$ cat src/bsp_point_leaf_locator_core_macros.svh
// Assertion helpers shared by the locator RTL.
// Each macro takes a label, the clock, the active-low reset, the checked term and a message.
`ifndef BSP_POINT_LEAF_LOCATOR_CORE_MACROS_SVH
`define BSP_POINT_LEAF_LOCATOR_CORE_MACROS_SVH

`ifndef SYNTHESIS

// Property holds at every edge out of reset.
`define BSPLL_ASSERT(lbl, clk_s, rst_s, prop, msg) \
  lbl: assert property (@(posedge clk_s) disable iff (!rst_s) prop) else $error(msg);

// Expression is never true out of reset.
`define BSPLL_ASSERT_NEVER(lbl, clk_s, rst_s, expr, msg) \
  lbl: assert property (@(posedge clk_s) disable iff (!rst_s) !(expr)) else $error(msg);

`else

`define BSPLL_ASSERT(lbl, clk_s, rst_s, prop, msg)

`define BSPLL_ASSERT_NEVER(lbl, clk_s, rst_s, expr, msg)

`endif

`endif

$ cat src/bspll_pkg.sv
`default_nettype none

package bspll_pkg;

  localparam int OP_W       = 2;
  localparam int CFG_ADDR_W = 2;
  localparam int CFG_DATA_W = 24;

  typedef enum logic [OP_W-1:0] {
    OP_NODE   = 2'd0,
    OP_PLANE  = 2'd1,
    OP_LOCATE = 2'd2,
    OP_NONE   = 2'd3
  } op_t;

  typedef enum logic [CFG_ADDR_W-1:0] {
    REG_ROOT  = 2'd0,
    REG_QOFF  = 2'd1,
    REG_LIMIT = 2'd2,
    REG_SPARE = 2'd3
  } cfg_reg_t;

  // controller -> datapath
  typedef struct packed {
    logic       wr_node;
    logic       wr_plane;
    logic       start;
    logic       node_rd;
    logic       plane_rd;
    logic       axial_step;
    logic       mac_init;
    logic       mac_step;
    logic [1:0] mac_sel;
    logic       dot_step;
    logic       load_out;
  } ctrl_cmd_t;

  // datapath -> controller
  typedef struct packed {
    logic cur_neg;
    logic step_hit;
    logic kind_axial;
    logic out_busy;
  } ctrl_sts_t;

endpackage

`default_nettype wire

$ cat src/bspll_ctrl.sv
`default_nettype none

module bspll_ctrl (
  input  wire logic                        clk,
  input  wire logic                        rst_n,
  input  wire logic                        in_tvalid,
  input  wire logic [bspll_pkg::OP_W-1:0]  in_op,
  output logic                             in_tready,
  output bspll_pkg::ctrl_cmd_t             cmd,
  input  wire bspll_pkg::ctrl_sts_t        sts
);

  import bspll_pkg::*;

  typedef enum logic [6:0] {
    S_IDLE   = 7'b0000001,
    S_CHECK  = 7'b0000010,
    S_NODE   = 7'b0000100,
    S_PLANE  = 7'b0001000,
    S_MAC    = 7'b0010000,
    S_DECIDE = 7'b0100000,
    S_DONE   = 7'b1000000
  } state_t;

  state_t     state_r, state_nxt;
  logic [1:0] sel_r, sel_nxt;
  logic       accept;
  op_t        op;

  assign op        = op_t'(in_op);
  assign in_tready = (state_r == S_IDLE);
  assign accept    = in_tvalid && in_tready;

  always_comb begin
    state_nxt = state_r;
    sel_nxt   = sel_r;
    cmd       = '0;
    cmd.mac_sel = sel_r;
    case (state_r)
      S_IDLE: begin
        if (accept) begin
          case (op)
            OP_NODE:   cmd.wr_node  = 1'b1;
            OP_PLANE:  cmd.wr_plane = 1'b1;
            OP_LOCATE: begin
              cmd.start = 1'b1;
              state_nxt = S_CHECK;
            end
            default: ;
          endcase
        end
      end
      S_CHECK: begin
        if (sts.cur_neg || sts.step_hit) begin
          state_nxt = S_DONE;
        end else begin
          cmd.node_rd = 1'b1;
          state_nxt   = S_NODE;
        end
      end
      S_NODE: begin
        cmd.plane_rd = 1'b1;
        state_nxt    = S_PLANE;
      end
      S_PLANE: begin
        if (sts.kind_axial) begin
          cmd.axial_step = 1'b1;
          state_nxt      = S_CHECK;
        end else begin
          cmd.mac_init = 1'b1;
          sel_nxt      = 2'd0;
          state_nxt    = S_MAC;
        end
      end
      S_MAC: begin
        cmd.mac_step = 1'b1;
        if (sel_r == 2'd2) begin
          state_nxt = S_DECIDE;
        end else begin
          sel_nxt = sel_r + 2'd1;
        end
      end
      S_DECIDE: begin
        cmd.dot_step = 1'b1;
        state_nxt    = S_CHECK;
      end
      S_DONE: begin
        if (!sts.out_busy) begin
          cmd.load_out = 1'b1;
          state_nxt    = S_IDLE;
        end
      end
      default: state_nxt = S_IDLE;
    endcase
  end

  always_ff @(posedge clk) begin
    if (!rst_n) begin
      state_r <= S_IDLE;
      sel_r   <= 2'd0;
    end else begin
      state_r <= state_nxt;
      sel_r   <= sel_nxt;
    end
  end

endmodule

`default_nettype wire

$ cat config.mk
export PLATFORM = sky130hd
export DESIGN_NAME = bspll_ctrl
export DESIGN_NICKNAME = d
export VERILOG_FILES = /design/src/bsp_point_leaf_locator_core_macros.svh /design/src/bspll_pkg.sv /design/src/bspll_ctrl.sv
export SDC_FILE = /design/constraint.sdc
export NUM_CORES = 1
export LEC_CHECK = 0
export BUFFER_PORTS_ARGS = -buffer_cell sky130_fd_sc_hd__buf_2
export CAP_MARGIN = 40
export CORE_MARGIN = 2
export CORE_UTILIZATION = 40
export DETAILED_ROUTE_END_ITERATION = 8
export PLACE_DENSITY = 0.66
export SYNTH_ARGS = -nofsm -noshare
export SYNTH_HDL_FRONTEND = slang
export SYNTH_SLANG_ARGS = --single-unit
$ cat constraint.sdc
create_clock -name clk -period 2.3 [get_ports clk]
set_input_delay 0.23 -clock clk [delete_from_list [all_inputs] [get_ports clk]]
set_output_delay 0.23 -clock clk [all_outputs]
set_load 0.02 [all_outputs]
==> results of run 1 <==
cell usage in the layout, fill, tap and decap left out, types with 3 or more instances in the layout:
cell / Yosys / layout
nor2_1: 8 / 8
inv_1: 6 / 6
clkbuf_4: 0 / 3
nor3b_1: 3 / 3
dfxtp_1: 9 / 7
buf_2: 0 / 21
nand2_1: 3 / 3
nor3_1: 5 / 4
logic make-up (layout without fill, tap and decap cells):
family,count (synthesis),count (layout)
simple gates,41,41
fa+ha+maj,1,1
flops,9,9
buf+inv,10,32
compound gates,15,15
xor+xnor,1,1
layout make-up:
type | instances | area [sq um] | share of cell area, %
Timing Repair Buffer | 22 | 113 | 14.8
Inverter | 6 | 22.5 | 2.96
Tap cell | 16 | 20.0 | 2.63
Multi-Input combinational cell | 58 | 398 | 52.2
Clock buffer | 4 | 26.3 | 3.45
Sequential cell | 9 | 183 | 24.0
per-layer routing:
| metal | GRT usage, % | vias up | wire length (um) | part of all wire [%] |
|---|---|---|---|---|
| met5 | 0 | - | 0 | 0 |
| met4 | 7.27 | 0 | 14 | 0.93 |
| met3 | 2.50 | 2 | 132 | 8.8 |
| met2 | 29.3 | 41 | 709 | 47 |
| met1 | 21.2 | 308 | 644 | 43 |
| li1 | - | 335 | - | - |
where the power goes:
| group | total [mW] | switching (mW) | internal (mW) |
|---|---|---|---|
| Combinational | 0.128 | 0.0734 | 0.0550 |
| Clock | 0.121 | 0.0541 | 0.0667 |
| Sequential | 0.180 | 0.0160 | 0.164 |
final timing paths:
kind / startpoint / endpoint / slack (ns) / cells after the start
worst max-delay path: state_r[6] / cmd[8] / 0.15 / 4
worst min-delay path: sts[2] / state_r[2] / 0.16 / 2
worst max register to register: state_r[6] / state_r[6] / 0.43 / 4
worst min register to register: sel_r[1] / sel_r[1] / 0.49 / 2
critical path, cell delays in order, from the launching register on:
cell and delay (ns):
dfxtp_2 0.36, or4_4 0.58, or4_4 0.45, nor3_2 0.10, buf_2 0.18
cells in the mapped netlist, types with 2 or more instances:
cell / count
a21oi_1: 2
a31oi_1: 2
and3_1: 2
and4b_1: 2
clkbuf_1: 2
dfxtp_1: 9
inv_1: 6
nand2_1: 3
nand3_1: 2
nand3b_1: 2
nor2_1: 8
nor2b_1: 2
nor3_1: 5
nor3b_1: 3
o31ai_1: 2
o41ai_1: 2
or3_1: 2
or4_4: 2
flip-flops by register name (all words and copies together), names as in the netlist:
register and cells:
sel_r 2, state_r 7
through the flow:
step	setup slack, ns	hold slack [ns]	std cells
after global placement	0.387	0.424	111
after global routing	0.0885	0.180	115
final	0.150	0.161	115
after detailed placement	0.380	0.430	111
after floorplan	0.00953	0.307	77
after CTS	0.0962	0.155	115
==> run metrics, run 1 <==
status=finished, final reports clean; unrepaired setup endpoints after global routing=false; Mapped Nets=87; maximum number of pins on one net before global-route repair=11; Post-CTS Setup Inserts=0; placed cell area=728 sq um; CTS Buffer Depth=2; Yosys reg bits=9; CP max FO=8; Compound-Gate Fraction of Synth Area=18.7%; drt pass-1 iters=4; DR DRC count=0; worst-margin pin slew=0.385 ns; Seq/Total Area, Yosys=29.0%; Yosys top cell by area=dfxtp_1; Worst Hold Class=in2reg; Via density=5.97; I/O pins=22; GP Congestion=0.822; Post-Synth Adder-Cell Area=2.01%; fmax=0.465 GHz; ranking of synthesized cells by area=dfxtp_1 29%, nor2_1 4.8%, nor3_1 4.0%, inv_1 3.6%, nor3b_1 3.6%; Post-Synth Simple-Gate Area=41.0%; die height=43.4 um; asr flop ratio synth=0%; n_diodes=0; WP data arrival=1.92 ns; Worst-Skew Late Latency=0.26 ns; HPWL after DPL=1.16 mm; critical path class=reg2out; H-tree depth=1; final setup fails=0; CP required=2.07 ns; CP Capture Type=primary output; Power Total=0.429 mW; Yosys cell types=37; Placement Rows=14; Reg clk slew, reported paths=0.06 ns; Tmin final=2.15 ns; vias in the first global route=599; hold_buf cts=0; mean routed wirelength per cell=13.1 um; Finished Cell Area=762 sq um; Area Growth Syn to Fin=22.5%; grt ovf=0; Max rail drop VDD=305 uV; Final period util=93.5%; static leakage=0.336 nW; antenna violations before repair=0; clk_skew=0.00543 ns; total of max-cap violations=0; Starting DRT DRC Count=27; Slew headroom=74.0%; Pwr per Cell Area=564 nW/um^2; TritonCTS clock tree=done; Mapped Cells=77; xor/xnor share of the synthesized area=1.41%; CTS buffer count=3; first-pass GRT wire length=2.48 mm; mux share of post-synthesis cell area=0%; die area=1890 sq um; dominant synthesized flop cell=dfxtp_1; Worst setup SP type=flip-flop; CTS-repair resized insts=0; GRT Total Usage=17.1%; Max Transition Viols Final=0; share of cells above drive strength 1=33.3%; nets@finish=110; YS warnings=0; area share of the largest cell type after synthesis=29.0%; syn avg cell area=8.08 sq um; CTS Sinks=9; Netlist Area Pre-Place=622 sq um; core area=1490 sq um; vias=686; Port Buffers=21; Hold Violations, Final=0; CTS Root Cell=clkbuf_4; Routed Antenna Nets=0; FILL cells=161; Initial Util=41.8%; Die W=43.4 um; total routed wirelength=1.50 mm; Setup Total Neg Slack=0 ns; Post-synth EDFFs=0; Final Core Density=51.2%; largest family of logic cells by synthesized area=simple AND/OR/NAND/NOR gates
Note: power is estimated with default switching activity, not from simulation.
==> run 2: changes to the inputs <==
--- a/config.mk
+++ b/config.mk
@@ -10,6 +10,7 @@
 export CORE_MARGIN = 2
 export CORE_UTILIZATION = 40
 export DETAILED_ROUTE_END_ITERATION = 8
+export MAX_ROUTING_LAYER = met4
 export PLACE_DENSITY = 0.66
 export SYNTH_ARGS = -nofsm -noshare
 export SYNTH_HDL_FRONTEND = slang
==> constraint.sdc (replaced) <==
create_clock -name clk -period 2.4 [get_ports clk]
set_input_delay 0.24 -clock clk [delete_from_list [all_inputs] [get_ports clk]]
set_output_delay 0.24 -clock clk [all_outputs]
set_load 0.02 [all_outputs]
==> run metrics, run 2 (synthesized netlist as in run 1, its figures left out) <==
Die W=43.4 um (unchanged); Max rail drop VDD=236 uV (-23%); vias=666 (-2.9%); nets@finish=110 (unchanged); Cell Count, Final, Fillers Out=115 (unchanged); first-pass GRT wire length=2.46 mm (-0.85%); CP max FO=8 (unchanged); I/O pins=22 (unchanged); Placement Rows=14 (unchanged); Via density=5.79 (-2.9%); hold_buf cts=0 (unchanged); grt ovf=0 (unchanged); die area=1890 sq um (unchanged); antenna violations before repair=0 (unchanged); Pwr per Cell Area=554 nW/um^2 (-1.8%); share of cells above drive strength 1=30.3% (-3.0 points); Routed Antenna Nets=0 (unchanged); status=finished, final reports clean; Tmin final=2.23 ns; Max Transition Viols Final=0 (unchanged); total routed wirelength=1.53 mm (+1.7%); Initial Util=41.8% (unchanged); unrepaired setup endpoints after global routing=false; Reg clk slew, reported paths=0.07 ns (about the same); CP required=2.16 ns (+0.09 ns); CTS Root Cell=clkbuf_4; CTS Sinks=9 (unchanged); WP data arrival=1.99 ns (+0.07 ns); vias in the first global route=579 (-3.3%); commonest non-fill, non-tap cell in the layout=buf_2; total of max-cap violations=0 (unchanged); top flop regs=state_r x7, sel_r x2; TritonCTS clock tree=done; Power Total=0.418 mW (-2.7%); core area=1490 sq um (unchanged); GRT Total Usage=18.0% (+0.97 points); CP Capture Type=primary output; sw frac=34.4% (+0.93 points); HPWL after DPL=1.15 mm (-0.99%); maximum number of pins on one net before global-route repair=11 (unchanged); H-tree depth=1 (unchanged); Logic pwr share=29.6% (-0.3 points); critical path class=reg2out; Top reg by flops=state_r; max FFs per register=7 (unchanged); DR DRC count=0 (unchanged); worst-margin pin slew=0.378 ns (-0.00691 ns); GP Congestion=0.837 (+1.7%); clk_skew=0.00606 ns (+0.000625 ns); sequential power share=41.1% (-0.8 points); CTS Buffer Depth=2 (unchanged); CTS buffer count=3 (unchanged); Port Buffers=21 (unchanged); Clk pwr share=29.2% (+1.1 points); Inst Count DP=111 (unchanged); sw power=0.143 mW (about the same); P_int=0.274 mW (-4.1%); R2R setup slack=0.48 ns (+0.05 ns); n_diodes=0 (unchanged); Worst Hold Class=in2reg; Slew headroom=74.6% (+0.60 points); final setup fails=0 (unchanged); Post-CTS Setup Inserts=0 (unchanged); Worst-Skew Late Latency=0.27 ns (about the same); die height=43.4 um (unchanged); dpl ws=0.467 ns (+0.0863 ns); mean routed wirelength per cell=13.3 um (+1.7%); Setup Total Neg Slack=0 ns (unchanged); worst setup margin=0.166 ns (+0.0163 ns); drt pass-1 iters=4 (unchanged); CTS-repair resized insts=0 (unchanged); commonest cells after routing, fill and taps aside=21 x buf_2, 9 x dfxtp_1, 8 x nor2_1; Starting DRT DRC Count=22 (-19%); Worst setup SP type=flip-flop; static leakage=0.334 nW (-0.69%); Final period util=93.1%; fmax=0.448 GHz; Area Growth Syn to Fin=21.3%; Hold Violations, Final=0 (unchanged)
[run 2: cell counts in the layout (fill, tap and decap cells not counted)]
Identical to the previous run, type by type.
[run 2: routing by layer]
layer	global-route usage [%]	vias up	wire, um
li1	-	333	-
met1	21.9	292	685
met2	27.8	36	679
met3	2.92	5	122
met4	10.9	0	40
met5	-	-	0
[run 2: power by group through the flow]
stage / clock network, mW / registers, mW / logic [mW]
final: 0.122 / 0.172 / 0.124
after global routing: 0.131 / 0.173 / 0.136
after CTS: 0.128 / 0.171 / 0.123
after detailed placement: 0 / 0.175 / 0.121
after global placement: 0 / 0.175 / 0.122
after floorplan: 0 / 0.166 / 0.0917
[run 2: worst paths after layout]
kind,startpoint,to,cells past startpoint
setup reg to reg,state_r[6],state_r[6],4
hold reg to reg,sel_r[0],sel_r[0],2
setup / recovery,state_r[6],cmd[8],4
hold / removal,sts[2],state_r[2],2
[run 2: final cells by class]
type / count / area (sq um)
fillers: 148 / 734
multi-input cells: 58 / 393
flip-flops and latches: 9 / 180
repair buffers: 22 / 113
clock buffers: 4 / 26.3
inverters: 6 / 22.5
well taps: 16 / 20.0
[run 2: worst max-delay path: stages (launching register included)]
cell	delay, ns
dfxtp_1	0.38
or4_4	0.60
or4_4	0.44
nor3_1	0.13
buf_2	0.18
[run 2: per-stage QoR]
stage | util, % | instance area (sq um) | hold WS (ns)
global route | 50.7 | 754 | 0.163
CTS | 50.7 | 754 | 0.150
finish | 50.7 | 754 | 0.154
global placement | 48.9 | 728 | 0.434
detailed placement | 48.9 | 728 | 0.437
floorplan | - | 622 | 0.317
==> run 3: changes to the inputs <==
--- a/config.mk
+++ b/config.mk
@@ -12,6 +12,8 @@
 export DETAILED_ROUTE_END_ITERATION = 8
 export MAX_ROUTING_LAYER = met4
 export PLACE_DENSITY = 0.66
+export SETUP_SLACK_MARGIN = 0.4
+export SLEW_MARGIN = 10
 export SYNTH_ARGS = -nofsm -noshare
 export SYNTH_HDL_FRONTEND = slang
 export SYNTH_SLANG_ARGS = --single-unit
==> run metrics, run 3 (synthesized netlist as in run 1, its figures left out) <==
status=finished, final reports clean; sequential power share=38.0% (-3.1 points); drt pass-1 iters=4 (unchanged); Max rail drop VDD=416 uV (+76%); I/O pins=22 (unchanged); grt met2 use=31.3% (+3.6 points); FILL cells=134 (-9.5%); P_int=0.293 mW (+7.0%); mean routed wirelength per cell=13.8 um (+3.8%); CTS buffer count=3 (unchanged); Die W=43.4 um (unchanged); Port Buffers=21 (unchanged); total routed wirelength=1.67 mm (+9.2%); clk_skew=0.00153 ns (-0.00453 ns); TritonCTS clock tree=done; Placement Rows=14 (unchanged); Routed Antenna Nets=0 (unchanged); Pwr per Cell Area=510 nW/um^2 (-7.8%); top flop regs=state_r x7, sel_r x2; n_diodes=0 (unchanged); grt ovf=0 (unchanged); Starting DRT DRC Count=18 (-18%); maximum number of pins on one net before global-route repair=11 (unchanged); max FFs per register=7 (unchanged); Reg clk slew, reported paths=0.07 ns (about the same); first-pass GRT wire length=2.67 mm (+8.7%); worst-margin pin slew=0.411 ns (+0.0332 ns); most used routing layer=met2; Worst setup SP type=flip-flop; Slew headroom=72.4% (-2.2 points); H-tree depth=1 (unchanged); Setup Total Neg Slack=0 ns (unchanged); total of max-cap violations=0 (unchanged); CTS Buffer Depth=2 (unchanged); Hold Violations, Final=0 (unchanged); Clk pwr share=26.8% (-2.4 points); Via density=5.84 (+0.89%); die area=1890 sq um (unchanged); CTS Root Cell=clkbuf_4; unrepaired setup endpoints after global routing=true; commonest non-fill, non-tap cell in the layout=buf_2; core area=1490 sq um (unchanged); worst setup margin=0.287 ns (+0.121 ns); final setup fails=0 (unchanged); fmax=0.473 GHz (+5.7%); critical path class=reg2out; sw power=0.153 mW (+7.0%); CTS Sinks=9 (unchanged); Area Growth Syn to Fin=40.8%; GRT Total Usage=19.9% (+1.8 points); static leakage=0.391 nW (+17%); dpl ws=0.462 ns (-0.00439 ns); Worst-Skew Late Latency=0.26 ns (about the same); share of cells above drive strength 1=44.8% (+14 points); vias=707 (+6.2%); Logic pwr share=35.2% (+5.6 points); CP max FO=4 (-4); die height=43.4 um (unchanged); sw frac=34.3% (about the same); CP required=2.16 ns (about the same); GP Congestion=0.837 (about the same); Final period util=88.1% (-5.0 points); DR DRC count=0 (unchanged); GR Layer Usage met1=24.4% (+2.5 points); CP Capture Type=primary output; Max Transition Viols Final=0 (unchanged); nets@finish=116 (+5.5%); Worst Hold Class=in2reg; vias in the first global route=605 (+4.5%); Final Core Density=58.8% (+8.2 points); WP data arrival=1.87 ns (-0.12 ns); commonest cells after routing, fill and taps aside=17 x buf_2, 9 x buf_4, 6 x inv_1, 6 x nor2_1, 4 x dfxtp_1; antenna violations before repair=0 (unchanged); met3 Use GR=7.50% (+4.6 points); Top reg by flops=state_r; Tmin final=2.11 ns (-0.121 ns); HPWL after DPL=1.17 mm (+2.1%); Initial Util=41.8% (unchanged)
==> run 3: cell types whose count changed in the layout (fill, tap and decap cells not counted), moves of 2 or more <==
cell and change:
buf_4 +8, nor3_1 -2, nor2_1 -2, dfxtp_1 -5, nor3_2 +2, nor2_4 +2
buf_6 +2, dfxtp_2 +2, buf_2 -4, dfxtp_4 +3
==> run 3: cell type report <==
type	count	area, sq um	share of cell area, %
inverters	6	22.5	2.57
well taps	16	20.0	2.29
clock buffers	3	22.5	2.57
flip-flops and latches	9	194	22.1
multi-input cells	58	437	49.9
clock inverters	1	5.00	0.571
repair buffers	28	175	20.0
==> run 3: per-stage QoR <==
stage	power [mW]	cell area [sq um]	hold slack (ns)	std cells
after floorplan	0.265	639	0.317	77
after detailed placement	0.304	746	0.464	111
after global routing	0.480	876	0.172	121
after CTS	0.434	840	0.179	119
final	0.447	876	0.175	121
after global placement	0.306	746	0.450	111
==> run 3: what timing repair did <==
item / in CTS / in global routing
pin swaps: 2 / 2
setup buffers: 4 / 2
hold buffers: 0 / 0
resized for setup: 13 / 7
setup endpoints to repair: 5 / 7
==> run 3: critical path, stage by stage (launching register included) <==
cell	delay, ns
dfxtp_4	0.34
or4_4	0.55
or4_4	0.44
nor3_2	0.12
buf_4	0.16
==> run 3: final timing paths <==
| path | slack, ns | from | endpoint | cells past startpoint |
|---|---|---|---|---|
| hold reg to reg | 0.48 | sel_r[0] | sel_r[0] | 2 |
| hold / removal | 0.17 | sts[2] | state_r[2] | 2 |
| setup / recovery | 0.29 | state_r[6] | cmd[8] | 4 |
| setup reg to reg | 0.56 | state_r[6] | state_r[6] | 4 |
==> run 3: routing by layer <==
layer,wire length (um),vias to the layer above
li1,-,347
met1,778,317
met2,748,34
met3,114,9
met4,28,0
met5,0,-
==> run 3: power groups by stage <==
| stage | clock, mW | combinational, mW | sequential, mW |
|---|---|---|---|
| 2_1_floorplan | 0 | 0.0997 | 0.166 |
| 3_3_place_gp | 0 | 0.131 | 0.174 |
| 3_5_place_dp | 0 | 0.130 | 0.174 |
| 4_1_cts | 0.124 | 0.141 | 0.169 |
| 5_1_grt | 0.136 | 0.172 | 0.173 |
| 6_report | 0.120 | 0.157 | 0.170 |
